File: src/rtl/pdmf_pkg.sv
// ----------------------------------------------------------------------------
// pdmf_pkg
// Widths, constants, types and chunk helpers of the packed DNA mismatch filter.
// ----------------------------------------------------------------------------
package pdmf_pkg;

   // Field widths
   localparam int ALEN_W  = 11;
   localparam int NB_W    = 5;
   localparam int WORD_W  = 32;
   localparam int OFF_W   = 4;
   localparam int SIM_W   = 17;
   localparam int MM_W    = 5;
   localparam int PROD_W  = SIM_W + ALEN_W;

   // Configuration port
   localparam int CSR_ADDR_W = 3;
   localparam int CSR_DATA_W = 32;
   localparam logic REG_SIMILARITY = 1'b0;   // register index, paddr[2]

   // Constants
   localparam logic [ALEN_W-1:0] MAX_ALIGN_LEN   = 11'd1024;
   localparam logic [NB_W-1:0]   BASES_PER_CHUNK = 5'd16;
   localparam logic [SIM_W-1:0]  Q16_ONE         = 17'd65536;
   localparam logic [PROD_W-1:0] Q16_HALF        = 28'd32768;
   localparam logic [SIM_W-1:0]  SIM_RESET       = 17'd62259;

   // Result queue
   localparam int RSP_DEPTH = 4;
   localparam int RSP_PTR_W = 2;
   localparam int RSP_CNT_W = 3;

   typedef struct packed {
      logic [ALEN_W-1:0] match_count;
      logic              rejected;
   } rsp_item_type;

   // Align the chunk's first base to the top and clear bases past the chunk
   function automatic logic [WORD_W-1:0] extract_chunk(
      input logic [WORD_W-1:0] lo,
      input logic [WORD_W-1:0] hi,
      input logic [OFF_W-1:0]  off,
      input logic [NB_W-1:0]   nb
   );
      logic [2*WORD_W-1:0] shifted;
      logic [WORD_W-1:0]   mask;
      shifted = {lo, hi} << {off, 1'b0};
      mask    = ~({WORD_W{1'b1}} >> {nb, 1'b0});
      return shifted[2*WORD_W-1:WORD_W] & mask;
   endfunction

   // Reverse-complement the top nb bases, result left-aligned
   function automatic logic [WORD_W-1:0] rev_comp(
      input logic [WORD_W-1:0] w,
      input logic [NB_W-1:0]   nb
   );
      logic [WORD_W-1:0] c;
      logic [WORD_W-1:0] r;
      logic [NB_W-1:0]   pad;
      c   = ~w;
      pad = BASES_PER_CHUNK - nb;
      for (int i = 0; i < 16; i++) begin
         r[2*(15-i) +: 2] = c[2*i +: 2];
      end
      return r << {pad, 1'b0};
   endfunction

   // Number of differing 2-bit bases
   function automatic logic [MM_W-1:0] count_mismatch(
      input logic [WORD_W-1:0] x,
      input logic [WORD_W-1:0] y
   );
      logic [WORD_W-1:0] d;
      logic [MM_W-1:0]   n;
      d = x ^ y;
      n = '0;
      for (int i = 0; i < 16; i++) begin
         n = n + MM_W'(d[2*i] | d[2*i+1]);
      end
      return n;
   endfunction

endpackage

File: src/rtl/pdmf_if.sv
// ----------------------------------------------------------------------------
// pdmf_req_if / pdmf_rsp_if
// Valid/ready channels carrying chunk items in and result items out.
// ----------------------------------------------------------------------------

// Chunk item channel
interface pdmf_req_if;
   logic                            valid;
   logic                            ready;
   logic                            first_chunk;
   logic                            last_chunk;
   logic [pdmf_pkg::ALEN_W-1:0]     align_length;
   logic [pdmf_pkg::NB_W-1:0]       chunk_bases;
   logic [pdmf_pkg::WORD_W-1:0]     query_word_lo;
   logic [pdmf_pkg::WORD_W-1:0]     query_word_hi;
   logic [pdmf_pkg::OFF_W-1:0]      query_offset;
   logic [pdmf_pkg::WORD_W-1:0]     ref_word_lo;
   logic [pdmf_pkg::WORD_W-1:0]     ref_word_hi;
   logic [pdmf_pkg::OFF_W-1:0]      ref_offset;
   logic                            strand;

   modport source (
      output valid, first_chunk, last_chunk, align_length, chunk_bases,
             query_word_lo, query_word_hi, query_offset,
             ref_word_lo, ref_word_hi, ref_offset, strand,
      input  ready
   );
   modport sink (
      input  valid, first_chunk, last_chunk, align_length, chunk_bases,
             query_word_lo, query_word_hi, query_offset,
             ref_word_lo, ref_word_hi, ref_offset, strand,
      output ready
   );
endinterface

// Result item channel
interface pdmf_rsp_if;
   logic                            valid;
   logic                            ready;
   logic [pdmf_pkg::ALEN_W-1:0]     match_count;
   logic                            rejected;

   modport source (
      output valid, match_count, rejected,
      input  ready
   );
   modport sink (
      input  valid, match_count, rejected,
      output ready
   );
endinterface

File: src/rtl/packed_dna_mismatch_filter.sv
// ----------------------------------------------------------------------------
// packed_dna_mismatch_filter
// Compares 16-base packed DNA chunks, tracks the running match count of an
// alignment and rejects it once the count drops below the threshold.
// ----------------------------------------------------------------------------
//
//   channel   direction  handshake          carries
//   req_ch    in         valid/ready        one chunk of an alignment
//   rsp_ch    out        valid/ready        match count or rejection
//   psel ...  in         APB write/read     similarity register
//
// One item is accepted per cycle while req_ch.ready is high; a result passes
// through both stage registers and a 4-entry queue to rsp_ch. Stage 1
// aligns, masks and compares the chunk and forms the threshold product;
// stage 2 updates the running count. req_ch.ready drops only when the
// queue plus the two stages in flight could fill it. Synchronous active-high
// reset empties the pipeline and queue and restores similarity to 62259.
// ----------------------------------------------------------------------------
module packed_dna_mismatch_filter (
   input  logic                                clock,
   input  logic                                reset,
   pdmf_req_if.sink                            req_ch,
   pdmf_rsp_if.source                          rsp_ch,
   input  logic                                psel,
   input  logic                                penable,
   input  logic                                pwrite,
   input  logic [pdmf_pkg::CSR_ADDR_W-1:0]     paddr,
   input  logic [pdmf_pkg::CSR_DATA_W-1:0]     pwdata,
   output logic [pdmf_pkg::CSR_DATA_W-1:0]     prdata,
   output logic                                pready
);

   // ---------------------------------------------------------------------
   // Configuration register
   // ---------------------------------------------------------------------
   logic [pdmf_pkg::SIM_W-1:0] similarity_ff;
   logic                       csr_write;

   assign pready    = 1'b1;
   assign csr_write = psel && penable && pwrite && (paddr[2] == pdmf_pkg::REG_SIMILARITY);

   always_ff @(posedge clock) begin
      if (reset) begin
         similarity_ff <= pdmf_pkg::SIM_RESET;
      end else if (csr_write) begin
         similarity_ff <= pwdata[pdmf_pkg::SIM_W-1:0];
      end
   end

   always_comb begin
      prdata = '0;
      if (paddr[2] == pdmf_pkg::REG_SIMILARITY) begin
         prdata = pdmf_pkg::CSR_DATA_W'(similarity_ff);
      end
   end

   // ---------------------------------------------------------------------
   // Input register (stage 1)
   // ---------------------------------------------------------------------
   logic                            s1_valid_ff;
   logic                            s1_first_ff;
   logic                            s1_last_ff;
   logic [pdmf_pkg::ALEN_W-1:0]     s1_alen_ff;
   logic [pdmf_pkg::NB_W-1:0]       s1_nb_ff;
   logic [pdmf_pkg::WORD_W-1:0]     s1_qlo_ff;
   logic [pdmf_pkg::WORD_W-1:0]     s1_qhi_ff;
   logic [pdmf_pkg::OFF_W-1:0]      s1_qoff_ff;
   logic [pdmf_pkg::WORD_W-1:0]     s1_rlo_ff;
   logic [pdmf_pkg::WORD_W-1:0]     s1_rhi_ff;
   logic [pdmf_pkg::OFF_W-1:0]      s1_roff_ff;
   logic                            s1_strand_ff;
   logic                            req_accept;

   assign req_accept = req_ch.valid && req_ch.ready;

   always_ff @(posedge clock) begin
      if (reset) begin
         s1_valid_ff <= 1'b0;
      end else begin
         s1_valid_ff <= req_accept;
      end
   end

   always_ff @(posedge clock) begin
      if (req_accept) begin
         s1_first_ff  <= req_ch.first_chunk;
         s1_last_ff   <= req_ch.last_chunk;
         s1_alen_ff   <= req_ch.align_length;
         s1_nb_ff     <= req_ch.chunk_bases;
         s1_qlo_ff    <= req_ch.query_word_lo;
         s1_qhi_ff    <= req_ch.query_word_hi;
         s1_qoff_ff   <= req_ch.query_offset;
         s1_rlo_ff    <= req_ch.ref_word_lo;
         s1_rhi_ff    <= req_ch.ref_word_hi;
         s1_roff_ff   <= req_ch.ref_offset;
         s1_strand_ff <= req_ch.strand;
      end
   end

   // ---------------------------------------------------------------------
   // Stage 1 logic: chunk compare and threshold
   // ---------------------------------------------------------------------
   logic [pdmf_pkg::NB_W-1:0]    nb_clamped;
   logic [pdmf_pkg::WORD_W-1:0]  query_chunk;
   logic [pdmf_pkg::WORD_W-1:0]  ref_chunk;
   logic [pdmf_pkg::WORD_W-1:0]  ref_oriented;
   logic [pdmf_pkg::MM_W-1:0]    mismatch_in;
   logic [pdmf_pkg::ALEN_W-1:0]  alen_in;
   logic [pdmf_pkg::SIM_W-1:0]   sim_clamped;
   logic [pdmf_pkg::PROD_W-1:0]  thr_sum;
   logic [pdmf_pkg::ALEN_W-1:0]  thr_in;

   always_comb begin
      nb_clamped   = (s1_nb_ff > pdmf_pkg::BASES_PER_CHUNK) ?
                     pdmf_pkg::BASES_PER_CHUNK : s1_nb_ff;
      query_chunk  = pdmf_pkg::extract_chunk(s1_qlo_ff, s1_qhi_ff, s1_qoff_ff, nb_clamped);
      ref_chunk    = pdmf_pkg::extract_chunk(s1_rlo_ff, s1_rhi_ff, s1_roff_ff, nb_clamped);
      ref_oriented = s1_strand_ff ? pdmf_pkg::rev_comp(ref_chunk, nb_clamped) : ref_chunk;
      mismatch_in  = pdmf_pkg::count_mismatch(query_chunk, ref_oriented);
   end

   // Rounded threshold: (sim * len + half) >> 16
   always_comb begin
      alen_in     = (s1_alen_ff > pdmf_pkg::MAX_ALIGN_LEN) ?
                    pdmf_pkg::MAX_ALIGN_LEN : s1_alen_ff;
      sim_clamped = (similarity_ff > pdmf_pkg::Q16_ONE) ? pdmf_pkg::Q16_ONE : similarity_ff;
      thr_sum     = (pdmf_pkg::PROD_W'(sim_clamped) * pdmf_pkg::PROD_W'(alen_in))
                    + pdmf_pkg::Q16_HALF;
      thr_in      = thr_sum[16 +: pdmf_pkg::ALEN_W];
   end

   // ---------------------------------------------------------------------
   // Stage 2 register
   // ---------------------------------------------------------------------
   logic                           s2_valid_ff;
   logic                           s2_first_ff;
   logic                           s2_last_ff;
   logic [pdmf_pkg::ALEN_W-1:0]    s2_alen_ff;
   logic [pdmf_pkg::ALEN_W-1:0]    s2_thr_ff;
   logic [pdmf_pkg::MM_W-1:0]      s2_mm_ff;

   always_ff @(posedge clock) begin
      if (reset) begin
         s2_valid_ff <= 1'b0;
      end else begin
         s2_valid_ff <= s1_valid_ff;
      end
   end

   always_ff @(posedge clock) begin
      if (s1_valid_ff) begin
         s2_first_ff <= s1_first_ff;
         s2_last_ff  <= s1_last_ff;
         s2_alen_ff  <= alen_in;
         s2_thr_ff   <= thr_in;
         s2_mm_ff    <= mismatch_in;
      end
   end

   // ---------------------------------------------------------------------
   // Stage 2 logic: running count, threshold check, result
   // ---------------------------------------------------------------------
   logic [pdmf_pkg::ALEN_W-1:0]  running_ff, running_in;
   logic [pdmf_pkg::ALEN_W-1:0]  threshold_ff, threshold_in;
   logic                         skipping_ff, skipping_in;
   logic [pdmf_pkg::ALEN_W-1:0]  cur_run;
   logic [pdmf_pkg::ALEN_W-1:0]  cur_thr;
   logic [pdmf_pkg::ALEN_W-1:0]  run_left;
   logic                         below;
   logic                         push;
   pdmf_pkg::rsp_item_type       push_item;

   always_comb begin
      cur_run      = s2_first_ff ? s2_alen_ff : running_ff;
      cur_thr      = s2_first_ff ? s2_thr_ff  : threshold_ff;
      below        = {1'b0, cur_run} <
                     ({1'b0, cur_thr} + (pdmf_pkg::ALEN_W+1)'(s2_mm_ff));
      run_left     = cur_run - pdmf_pkg::ALEN_W'(s2_mm_ff);
      running_in   = running_ff;
      threshold_in = threshold_ff;
      skipping_in  = skipping_ff;
      push         = 1'b0;
      push_item    = '0;
      if (s2_valid_ff && (s2_first_ff || !skipping_ff)) begin
         threshold_in = cur_thr;
         if (below) begin
            // reject now and drop the rest of the alignment
            running_in            = '0;
            skipping_in           = 1'b1;
            push                  = 1'b1;
            push_item.match_count = '0;
            push_item.rejected    = 1'b1;
         end else begin
            running_in  = run_left;
            skipping_in = s2_last_ff;
            if (s2_last_ff) begin
               push                  = 1'b1;
               push_item.match_count = run_left;
               push_item.rejected    = 1'b0;
            end
         end
      end
   end

   always_ff @(posedge clock) begin
      if (reset) begin
         running_ff   <= '0;
         threshold_ff <= '0;
         skipping_ff  <= 1'b0;
      end else begin
         running_ff   <= running_in;
         threshold_ff <= threshold_in;
         skipping_ff  <= skipping_in;
      end
   end

   // ---------------------------------------------------------------------
   // Result queue
   // ---------------------------------------------------------------------
   pdmf_pkg::rsp_item_type         queue_ff [pdmf_pkg::RSP_DEPTH];
   logic [pdmf_pkg::RSP_PTR_W-1:0] wr_ptr_ff, wr_ptr_in;
   logic [pdmf_pkg::RSP_PTR_W-1:0] rd_ptr_ff, rd_ptr_in;
   logic [pdmf_pkg::RSP_CNT_W-1:0] count_ff, count_in;
   logic [pdmf_pkg::RSP_CNT_W-1:0] committed;
   logic                           pop;

   assign pop = rsp_ch.valid && rsp_ch.ready;

   always_comb begin
      wr_ptr_in = push ? wr_ptr_ff + 1'b1 : wr_ptr_ff;
      rd_ptr_in = pop  ? rd_ptr_ff + 1'b1 : rd_ptr_ff;
      count_in  = count_ff + pdmf_pkg::RSP_CNT_W'(push) - pdmf_pkg::RSP_CNT_W'(pop);
   end

   always_ff @(posedge clock) begin
      if (reset) begin
         wr_ptr_ff <= '0;
         rd_ptr_ff <= '0;
         count_ff  <= '0;
      end else begin
         wr_ptr_ff <= wr_ptr_in;
         rd_ptr_ff <= rd_ptr_in;
         count_ff  <= count_in;
      end
   end

   always_ff @(posedge clock) begin
      if (push) begin
         queue_ff[wr_ptr_ff] <= push_item;
      end
   end

   // Reserve a queue slot for every item still in the pipeline
   assign committed = count_ff + pdmf_pkg::RSP_CNT_W'(s1_valid_ff)
                      + pdmf_pkg::RSP_CNT_W'(s2_valid_ff);
   assign req_ch.ready = committed < pdmf_pkg::RSP_CNT_W'(pdmf_pkg::RSP_DEPTH);

   assign rsp_ch.valid       = count_ff != '0;
   assign rsp_ch.match_count = queue_ff[rd_ptr_ff].match_count;
   assign rsp_ch.rejected    = queue_ff[rd_ptr_ff].rejected;

endmodule

File: src/flat_wrapper.sv
// flat-port wrapper written by rule: the top's interface ports become plain ports
module packed_dna_mismatch_filter_flat 
  (clock, reset, psel, penable, pwrite, paddr, pwdata, prdata, pready, req_ch_valid, req_ch_first_chunk, req_ch_last_chunk, req_ch_align_length, req_ch_chunk_bases, req_ch_query_word_lo, req_ch_query_word_hi, req_ch_query_offset, req_ch_ref_word_lo, req_ch_ref_word_hi, req_ch_ref_offset, req_ch_strand, req_ch_ready, rsp_ch_valid, rsp_ch_match_count, rsp_ch_rejected, rsp_ch_ready);
  pdmf_req_if req_ch_i ();
  pdmf_rsp_if rsp_ch_i ();
  input  logic clock;
  input  logic reset;
  input  logic psel;
  input  logic penable;
  input  logic pwrite;
  input  logic [pdmf_pkg::CSR_ADDR_W-1:0] paddr;
  input  logic [pdmf_pkg::CSR_DATA_W-1:0] pwdata;
  output logic [pdmf_pkg::CSR_DATA_W-1:0] prdata;
  output logic pready;
  input wire logic [$bits(req_ch_i.valid)-1:0] req_ch_valid;
  input wire logic [$bits(req_ch_i.first_chunk)-1:0] req_ch_first_chunk;
  input wire logic [$bits(req_ch_i.last_chunk)-1:0] req_ch_last_chunk;
  input wire logic [$bits(req_ch_i.align_length)-1:0] req_ch_align_length;
  input wire logic [$bits(req_ch_i.chunk_bases)-1:0] req_ch_chunk_bases;
  input wire logic [$bits(req_ch_i.query_word_lo)-1:0] req_ch_query_word_lo;
  input wire logic [$bits(req_ch_i.query_word_hi)-1:0] req_ch_query_word_hi;
  input wire logic [$bits(req_ch_i.query_offset)-1:0] req_ch_query_offset;
  input wire logic [$bits(req_ch_i.ref_word_lo)-1:0] req_ch_ref_word_lo;
  input wire logic [$bits(req_ch_i.ref_word_hi)-1:0] req_ch_ref_word_hi;
  input wire logic [$bits(req_ch_i.ref_offset)-1:0] req_ch_ref_offset;
  input wire logic [$bits(req_ch_i.strand)-1:0] req_ch_strand;
  output wire logic [$bits(req_ch_i.ready)-1:0] req_ch_ready;
  output wire logic [$bits(rsp_ch_i.valid)-1:0] rsp_ch_valid;
  output wire logic [$bits(rsp_ch_i.match_count)-1:0] rsp_ch_match_count;
  output wire logic [$bits(rsp_ch_i.rejected)-1:0] rsp_ch_rejected;
  input wire logic [$bits(rsp_ch_i.ready)-1:0] rsp_ch_ready;
  assign req_ch_i.valid = req_ch_valid;
  assign req_ch_i.first_chunk = req_ch_first_chunk;
  assign req_ch_i.last_chunk = req_ch_last_chunk;
  assign req_ch_i.align_length = req_ch_align_length;
  assign req_ch_i.chunk_bases = req_ch_chunk_bases;
  assign req_ch_i.query_word_lo = req_ch_query_word_lo;
  assign req_ch_i.query_word_hi = req_ch_query_word_hi;
  assign req_ch_i.query_offset = req_ch_query_offset;
  assign req_ch_i.ref_word_lo = req_ch_ref_word_lo;
  assign req_ch_i.ref_word_hi = req_ch_ref_word_hi;
  assign req_ch_i.ref_offset = req_ch_ref_offset;
  assign req_ch_i.strand = req_ch_strand;
  assign req_ch_ready = req_ch_i.ready;
  assign rsp_ch_valid = rsp_ch_i.valid;
  assign rsp_ch_match_count = rsp_ch_i.match_count;
  assign rsp_ch_rejected = rsp_ch_i.rejected;
  assign rsp_ch_i.ready = rsp_ch_ready;
  packed_dna_mismatch_filter u_core (.clock(clock), .reset(reset), .req_ch(req_ch_i), .rsp_ch(rsp_ch_i), .psel(psel), .penable(penable), .pwrite(pwrite), .paddr(paddr), .pwdata(pwdata), .prdata(prdata), .pready(pready));
endmodule
File: config.mk
export PLATFORM = sky130hd
export DESIGN_NAME = packed_dna_mismatch_filter_flat
export DESIGN_NICKNAME = d
export VERILOG_FILES = /design/src/rtl/pdmf_pkg.sv /design/src/rtl/pdmf_if.sv /design/src/rtl/packed_dna_mismatch_filter.sv /design/src/flat_wrapper.sv
export SDC_FILE = /design/constraint.sdc
export NUM_CORES = 1
export LEC_CHECK = 0
export ABC_AREA = 0
export BUFFER_PORTS_ARGS = -buffer_cell sky130_fd_sc_hd__buf_2
export CAP_MARGIN = 15
export CORE_MARGIN = 10
export CORE_UTILIZATION = 35
export DETAILED_ROUTE_END_ITERATION = 10
export MAX_ROUTING_LAYER = met4
export SLEW_MARGIN = 10
export SYNTH_ARGS = -nofsm -noshare
export SYNTH_HDL_FRONTEND = slang
export SYNTH_SLANG_ARGS = --single-unit
File: constraint.sdc
create_clock -name clock -period 9.1 [get_ports clock]
set_input_delay 0.455 -clock clock [delete_from_list [all_inputs] [get_ports clock]]
set_output_delay 0.455 -clock clock [all_outputs]
set_load 0.01 [all_outputs]
==> results_dict.tcl, run 1 <==
set metrics [dict create \
    status "finished, final reports clean" \
    drtIter0Drc 1230 \
    first_global_vias 18567 \
    p_int_w 0.00480 \
    slew_headroom_pct 24.7 \
    fill_cells 6517 \
    seqCellArea_sq_mm 0.00787 \
    clock_sinks 279 \
    reg2regPathDepth 20 \
    synthCells 2318 \
    yosys.cell_types.count 92 \
    clk_pin_slew_worst_paths_ns 0.06 \
    insertion_delay_ns 0.55 \
    finalMaxSlewViolations 0 \
    ant_nets 0 \
    crit_buf_inv 5 \
    core_area_sq_mm 0.0675 \
    hold_viol_final 0 \
    h-tree-depth 2 \
    yosysSeqAreaShare_pct 32.8 \
    p_leak_nw 11.1 \
    worstPathRequired_ns 9.39 \
    viasPerCell 5.36 \
    multi_input_area_sq_mm 0.0146 \
    tightest_slew_ns 1.13 \
    finalNetCount 2901 \
    wire_per_inst_um 20.4 \
    rsz0062_at_grt "false" \
    grt_pass1_wl_um 106000 \
    dpl.hpwl_um 54000 \
    synthDominantCellAreaShare_pct 28.5 \
    path_cells "inv_1, mux4_2, mux2i_1, o32ai_1, o221a_2, nand4_2, mux2_2, a21oi_1, mux2i_1, fa_1, inv_1, fa_1, fa_1, inv_1, fa_1, inv_1, ha_1, inv_1, fa_1, xnor2_1" \
    die_h_um 282 \
    total_power_w 0.00833 \
    grt_max_degree 83 \
    synth_enable_flop_cells 228 \
    arrival_ns 7.54 \
    wl_um 68100 \
    pwr-share-clk_pct 15.8 \
    antenna_found_initial 1 \
    drv_cap 0 \
    fp-row-count 95 \
    rr_startpoint "u_core.s1_roff_ff[1]" \
    async_flop_share_pct 0 \
    drive_gt1_share_pct 19.2 \
    yosysWarnings 0 \
    areaGrowthSynthToFinish_pct 11.6 \
    diodes 0 \
    tns_ns 0 \
    powerDensity_mw_per_mm2 311 \
    hold_path_startpoint "req_ch_query_word_lo[3]" \
    peakVddDrop_mv 0.484 \
    path_depth 20 \
    ios 244 \
    hold_buffers 0 \
    die_w_um 282 \
    via_count 17946 \
    cts_buffers 34 \
    post_cts_buffers 0 \
    post_cts_resized 0 \
    ff2ff_setup_slack_ns 1.84 \
    crit_type "flop to flop" \
    synth_ff_type "edfxtp_1" \
    avgSynthCellArea_sq_um 10.3 \
    clk_path_buf_depth 3 \
    critical_path.top_delay_family "adder cells" \
    hold_end "u_core.s1_qlo_ff[3]" \
    startpoint_type "flop" \
    post-route-drc-count 0 \
    fmax_mhz 138 \
    initial_utilization_pct 35.5 \
    synth_area_leader_cell "edfxtp_1" \
    path_max_fanout 26 \
    worstHoldPathType "input pin to flop" \
    cts_root_buffer "clkbuf_16" \
    critPathCaptureType "flop" \
    post-route-period-util_pct 79.7 \
    r2r-end "u_core.s2_mm_ff[2]" \
    cpPeakStageDelay_ns 1.07 \
    final.min_clock_period_ns 7.26 \
    seq_power_share_pct 23.3 \
    yosys-top-cells-area "edfxtp_1 (29%), fa_1 (12%), mux4_2 (9.8%)" \
    die_area_sq_mm 0.0794 \
    ys_seq_elements 279 \
    mappedNetlistArea_sq_mm 0.0240 \
    cts_tree "done" \
    io_buffers 206 \
    p_sw_w 0.00353 \
    grt_overflow 0 \
    switching_share_pct 42.3 \
    place_congestion 0.960 \
    hold_path_depth 1 \
    grtUsageTotal_pct 17.5 \
    first_pass_iters 5 \
    setup_violations 0 \
    pwr-share-comb_pct 60.9 \
    finalClockSkew_ns 0.0123 \
    slowest_stage "edfxtp_1" \
]
[worst reg2reg max path: cells and delay by family (launching register included)]
family | cells | cell delay [ns]
adder cells (fa/ha/maj) | 6 | 2.64
AO/OA/AOI/OAI | 3 | 1.24
flip-flops | 1 | 1.07
AND/OR/NAND/NOR | 1 | 0.18
multiplexers | 4 | 1.04
XOR/XNOR | 1 | 0.16
buffers and inverters | 5 | 0.67
[cell usage in the layout, fill, tap and decap left out, types with 8 or more instances in the layout]
cell	Yosys	final
a211oi_1	14	14
a21o_1	19	19
a21oi_1	84	84
and2_1	23	22
and3_1	23	23
buf_2	14	206
buf_4	19	27
clkbuf_16	0	35
conb_1	2	16
dfxtp_1	51	51
edfxtp_1	228	228
fa_1	145	145
ha_1	109	109
inv_1	216	216
mux2_2	56	56
mux2i_1	115	115
mux4_2	104	104
nand2_1	332	332
nand2b_1	17	17
nand3_1	57	57
nor2_1	160	160
nor2b_1	45	44
nor3_1	15	14
nor4_1	9	9
o211ai_1	21	21
o21a_1	15	15
o21ai_0	68	68
o21ai_1	8	8
o221ai_1	10	10
o22ai_1	19	19
or2_2	9	9
or3_1	13	13
xnor2_1	39	39
xor2_1	17	17
[sequential cells by signal, summed over array words and instances, names as in the netlist, 4 cells and up, named ones only]
name and count:
u_core.s1_roff_ff 4, u_core.s2_thr_ff 11, u_core.s1_qoff_ff 4, u_core.s1_qlo_ff 32, u_core.similarity_ff 17, u_core.threshold_ff 11
u_core.s2_mm_ff 5, u_core.s1_qhi_ff 30, u_core.queue_ff 48, u_core.running_ff 11, u_core.s1_rhi_ff 30, u_core.s1_rlo_ff 32
u_core.s2_alen_ff 11, u_core.s1_alen_ff 11, u_core.s1_nb_ff 5
[metal layers]
layer,up-vias,global-route usage (%),routed length (um)
met5,-,-,0
met4,0,5.64,2180
met3,114,2.17,3030
met2,509,30.5,35100
met1,8912,20.8,27900
li1,8411,-,-
[worst max-delay path by stage]
stage	slack [ns]	start	to
4_1_cts	1.88	u_core.s1_roff_ff[1]	u_core.s2_mm_ff[2]
3_3_place_gp	1.94	u_core.s1_roff_ff[1]	u_core.s2_mm_ff[2]
5_1_grt	1.39	u_core.similarity_ff[0]	u_core.s2_thr_ff[10]
3_5_place_dp	1.90	u_core.s1_roff_ff[1]	u_core.s2_mm_ff[2]
6_report	1.84	u_core.s1_roff_ff[1]	u_core.s2_mm_ff[2]
2_1_floorplan	2.02	u_core.s1_nb_ff[0]	u_core.s2_mm_ff[2]
[cell type report]
type	count	share of cell area (%)
Timing Repair Buffer	235	4.76
Clock inverter	17	0.627
Inverter	221	3.10
Clock buffer	43	3.42
Multi-Input combinational cell	1679	54.6
Sequential cell	279	29.4
Tap cell	873	4.08
[power by group through the flow]
stage                     sequential, W  combinational [W]  clock (W)
after global routing            0.00197            0.00578    0.00141
after global placement          0.00196            0.00500          0
after floorplan                 0.00190            0.00388          0
after detailed placement        0.00197            0.00510          0
after CTS                       0.00194            0.00513    0.00136
final                           0.00194            0.00507    0.00132
[synthesized netlist by cell type, drive strengths merged (4+ instances only)]
library cell,instances
nor2,160
o21ai,78
mux2,62
nand2b,17
xnor2,39
nor4,9
o32ai,6
a22oi,4
o31ai,4
o221ai,10
nand4,5
fa,145
a21oi,84
or4,5
mux2i,115
and2,28
o22ai,19
a31o,4
mux4,105
nor3,15
nor2b,45
or2,10
edfxtp,228
clkbuf,92
a21o,19
inv,218
o22a,5
nand3,57
a211oi,14
and3,23
or3,13
nand2,333
o21a,15
ha,109
dfxtp,51
xor2,17
a31oi,7
buf,61
o211ai,21
a22o,4
[logic make-up after synthesis]
| kind of cell | Yosys count | synth area share [%] |
|---|---|---|
| AND/OR/NAND/NOR | 734 | 13.9 |
| buffers and inverters | 374 | 6.55 |
| AO/OA/AOI/OAI | 337 | 9.34 |
| multiplexers | 282 | 17.6 |
| flip-flops | 279 | 32.8 |
| adder cells (fa/ha/maj) | 254 | 17.8 |
| XOR/XNOR | 56 | 2.04 |
| other | 2 | 0.0313 |
[per-stage QoR]
stage | hold WS, ns | worst slack (ns) | instances | util, % | cell area, sq um
after floorplan | 0.400 | 2.02 | 2332 | - | 24000
after global placement | 0.411 | 1.94 | 3287 | 38.0 | 25700
after detailed placement | 0.405 | 1.90 | 3287 | 38.0 | 25700
after CTS | 0.0472 | 1.88 | 3347 | 39.6 | 26800
after global routing | 0.0603 | 1.39 | 3347 | 39.6 | 26800
final | 0.0785 | 1.84 | 3347 | 39.6 | 26800
No activity file was read; power rests on OpenSTA's default activity.
==> run 2, diff against run 1 <==
- ABC_AREA: 0 -> 1
- clock period: 9.1 -> 7.2 ns (I/O delays scaled with it)
==> run 2 against run 1 <==
  * Die area shrank 2.5%
  * Clock-buffer cell count up 2
  * Flip-flop and latch count stayed put
  * Register-to-register slack lost 1.2 ns
  * Sequential power grew 25%
  * Total power is 31% higher
  * Non-clock buffer count rose by 166
  * Combinational power grew 32%
  * Synthesized area shrank 2.7%
  * Synthesized cell count increased by 26%
  * Clock power up 32%
  * Via count up 16%
  * Critical path type unchanged
  * Critical endpoint is now u_core.s2_thr_ff[8]
==> results_dict.tcl, run 2 <==
set metrics [dict create \
    die_h_um 278 \
    antenna_found_initial 2 \
    rsz0062_at_grt "false" \
    areaGrowthSynthToFinish_pct 18.9 \
    async_flop_share_pct 0 \
    cts_buffers 34 \
    final.min_clock_period_ns 6.57 \
    yosys.cell_types.count 56 \
    path_max_fanout 12 \
    dpl.hpwl_um 54800 \
    powerDensity_mw_per_mm2 392 \
    seqCellArea_sq_mm 0.00787 \
    fill_cells 6644 \
    wire_per_inst_um 17.6 \
    grtUsageTotal_pct 18.9 \
    tightest_slew_ns 1.16 \
    fmax_mhz 152 \
    slew_headroom_pct 22.3 \
    synthMuxAreaShare_pct 2.14 \
    first_pass_iters 6 \
    fp-row-count 94 \
    finalNetCount 3669 \
    synth_enable_flop_cells 228 \
    layout_commonest_cell "nand2_1" \
    p_leak_nw 12.6 \
    mappedNetlistArea_sq_mm 0.0233 \
    synth_top_family_by_area "simple AND/OR/NAND/NOR gates" \
    finalClockSkew_ns 0.0264 \
    layout_common_cells "nand2_1 (653), nand3_1 (411), inv_1 (358)" \
    hold_viol_final 0 \
    place_congestion 0.977 \
    yosysSeqAreaShare_pct 33.7 \
    yosysWarnings 0 \
    die_w_um 278 \
    largest-register "u_core.queue_ff" \
    worstPathRequired_ns 7.48 \
    ff2ff_setup_slack_ns 0.63 \
    ys_seq_elements 279 \
    synthCells 2921 \
    tns_ns 0 \
    yosys-top-cells-area "edfxtp_1 (29%), fa_1 (12%), nand2_1 (10%)" \
    synth_ff_type "edfxtp_1" \
    finalMaxSlewViolations 0 \
    endpoint "u_core.s2_thr_ff[8]" \
    insertion_delay_ns 0.54 \
    crit_start "u_core.s1_alen_ff[5]" \
    multi_input_area_sq_mm 0.0134 \
    synthDominantCellAreaShare_pct 29.3 \
    crit_type "flop to flop" \
    grt_pass1_wl_um 115000 \
    ys_top_cells_by_count "nand2_1 (653), nand3_1 (411), inv_1 (358)" \
    clk_pin_slew_worst_paths_ns 0.06 \
    h-tree-depth 2 \
    setup_violations 0 \
    grt_overflow 0 \
    synth_area_leader_cell "edfxtp_1" \
    startpoint_type "flop" \
    ant_nets 0 \
    synth_xor_area_share_pct 2.03 \
    first_global_vias 20785 \
    reg_top3 "u_core.queue_ff (48), u_core.s1_qlo_ff (32), u_core.s1_rlo_ff (32)" \
    grt_max_degree 146 \
    drtIter0Drc 1853 \
    core_area_sq_mm 0.0660 \
    synth_compound_area_share_pct 8.75 \
    io_buffers 206 \
    synth_simple_gate_area_share_pct 25.9 \
    drive_gt1_share_pct 10.9 \
    avgSynthCellArea_sq_um 7.99 \
    arrival_ns 6.86 \
    peakVddDrop_mv 0.474 \
    cts_tree "done" \
    ios 244 \
    rr_startpoint "u_core.s1_alen_ff[5]" \
    clock_sinks 279 \
    total_power_w 0.0109 \
    r2r-end "u_core.s2_thr_ff[8]" \
    die_area_sq_mm 0.0774 \
    status "finished, final reports clean" \
    drv_cap 0 \
    cts_root_buffer "clkbuf_16" \
    post-route-drc-count 0 \
    wl_um 72500 \
    critPathCaptureType "flop" \
    clk_path_buf_depth 3 \
    worstHoldPathType "input pin to flop" \
    yosys.area_share.adder_pct 18.3 \
    via_count 20869 \
    largest_reg_flops 48 \
    post-route-period-util_pct 91.3 \
    viasPerCell 5.08 \
    synth_most_common_cell "nand2_1" \
    reg2regPathDepth 25 \
    initial_utilization_pct 35.4 \
]
[run 2: cell count changes in the layout (fill, tap and decap cells not counted), sizes merged, moves of 45 or more]
cell,delta
mux2,-62
nand2,+325
mux2i,-65
nor2,+78
mux4,-105
dlygate4sd3,+140
nor2b,-45
inv,+148
o21ai,+91
nand3,+360
[run 2: area by class of cell]
cell class | instances | share of cell area, %
Clock inverter | 17 | 0.654
Timing Repair Buffer | 401 | 10.3
Clock buffer | 45 | 3.44
Tap cell | 864 | 3.89
Antenna cell | 2 | 0.0180
Sequential cell | 279 | 28.3
Inverter | 374 | 5.08
Multi-Input combinational cell | 2128 | 48.3
[run 2: critical path: stages (launching register included)]
cell and delay (ns):
edfxtp_1 0.39, nor4_1 0.32, a21oi_1 0.17, inv_1 0.17, nand2_1 0.25, inv_1 0.46
nand2_1 0.18, fa_1 0.56, inv_1 0.06, fa_1 0.55, fa_1 0.43, fa_1 0.49
inv_1 0.04, fa_1 0.47, inv_1 0.04, ha_1 0.32, a21oi_1 0.16, o21a_1 0.16
o21bai_1 0.06, a21oi_1 0.27, nor2_1 0.12, nor2_1 0.17, o21ai_0 0.17, nand3_1 0.10
nand2_1 0.07, xor2_1 0.14
[run 2: stage by stage]
| stage | worst slack, ns | util (%) | area, sq um | std cells | hold WS (ns) |
|---|---|---|---|---|---|
| 3_3_place_gp | 0.758 | 38.2 | 25200 | 3905 | 0.406 |
| 4_1_cts | 0.664 | 42.0 | 27700 | 4104 | 0.000195 |
| 3_5_place_dp | 0.670 | 38.2 | 25200 | 3905 | 0.406 |
| 6_report | 0.628 | 42.1 | 27800 | 4110 | 0.0296 |
| 2_1_floorplan | 1.45 | - | 23400 | 2935 | 0.400 |
| 5_1_grt | 0.186 | 42.1 | 27800 | 4110 | 0.00406 |
[run 2: cells by family after synthesis]
family	count (synthesis)
AOI/OAI and AO/OA	359
xor gates and xnor gates	52
adders and majority gates	254
buffers and inverters	528
DFF	279
muxes	50
other	2
and+or+nand+nor	1397
[run 2: routing by layer]
layer	routed length (um)	vias up	GRT usage, %	share of wire (%)
li1	-	10271	-	-
met1	32400	9739	24.6	45
met2	33000	728	30.0	46
met3	4820	131	2.88	6.6
met4	2260	0	6.09	3.1
met5	0	-	-	0
[run 2: report_power, final]
part	leakage, nW	switching, W	internal (W)
logic	9.47	0.00415	0.00256
registers	2.58	0.000145	0.00228
clock network	0.549	0.000689	0.00105
total	12.6	0.00499	0.00589
[run 2: what timing repair did]
action / in CTS / in global routing
gates resized for setup: 0 / 0
hold endpoints to repair: 137 / 3
setup buffers: 0 / 0
hold buffers: 137 / 3
[run 2: worst min-delay path by stage]
| stage | from | depth (start not counted) | to |
|---|---|---|---|
| global route | req_ch_query_word_lo[21] | 1 | u_core.s1_qlo_ff[21] |
| floorplan | u_core.s1_first_ff | 0 | u_core.s2_first_ff |
| finish | req_ch_query_word_lo[19] | 1 | u_core.s1_qlo_ff[19] |
| detailed placement | u_core.s1_first_ff | 0 | u_core.s2_first_ff |
| CTS | req_ch_query_word_lo[21] | 1 | u_core.s1_qlo_ff[21] |
| global placement | u_core.s1_first_ff | 0 | u_core.s2_first_ff |
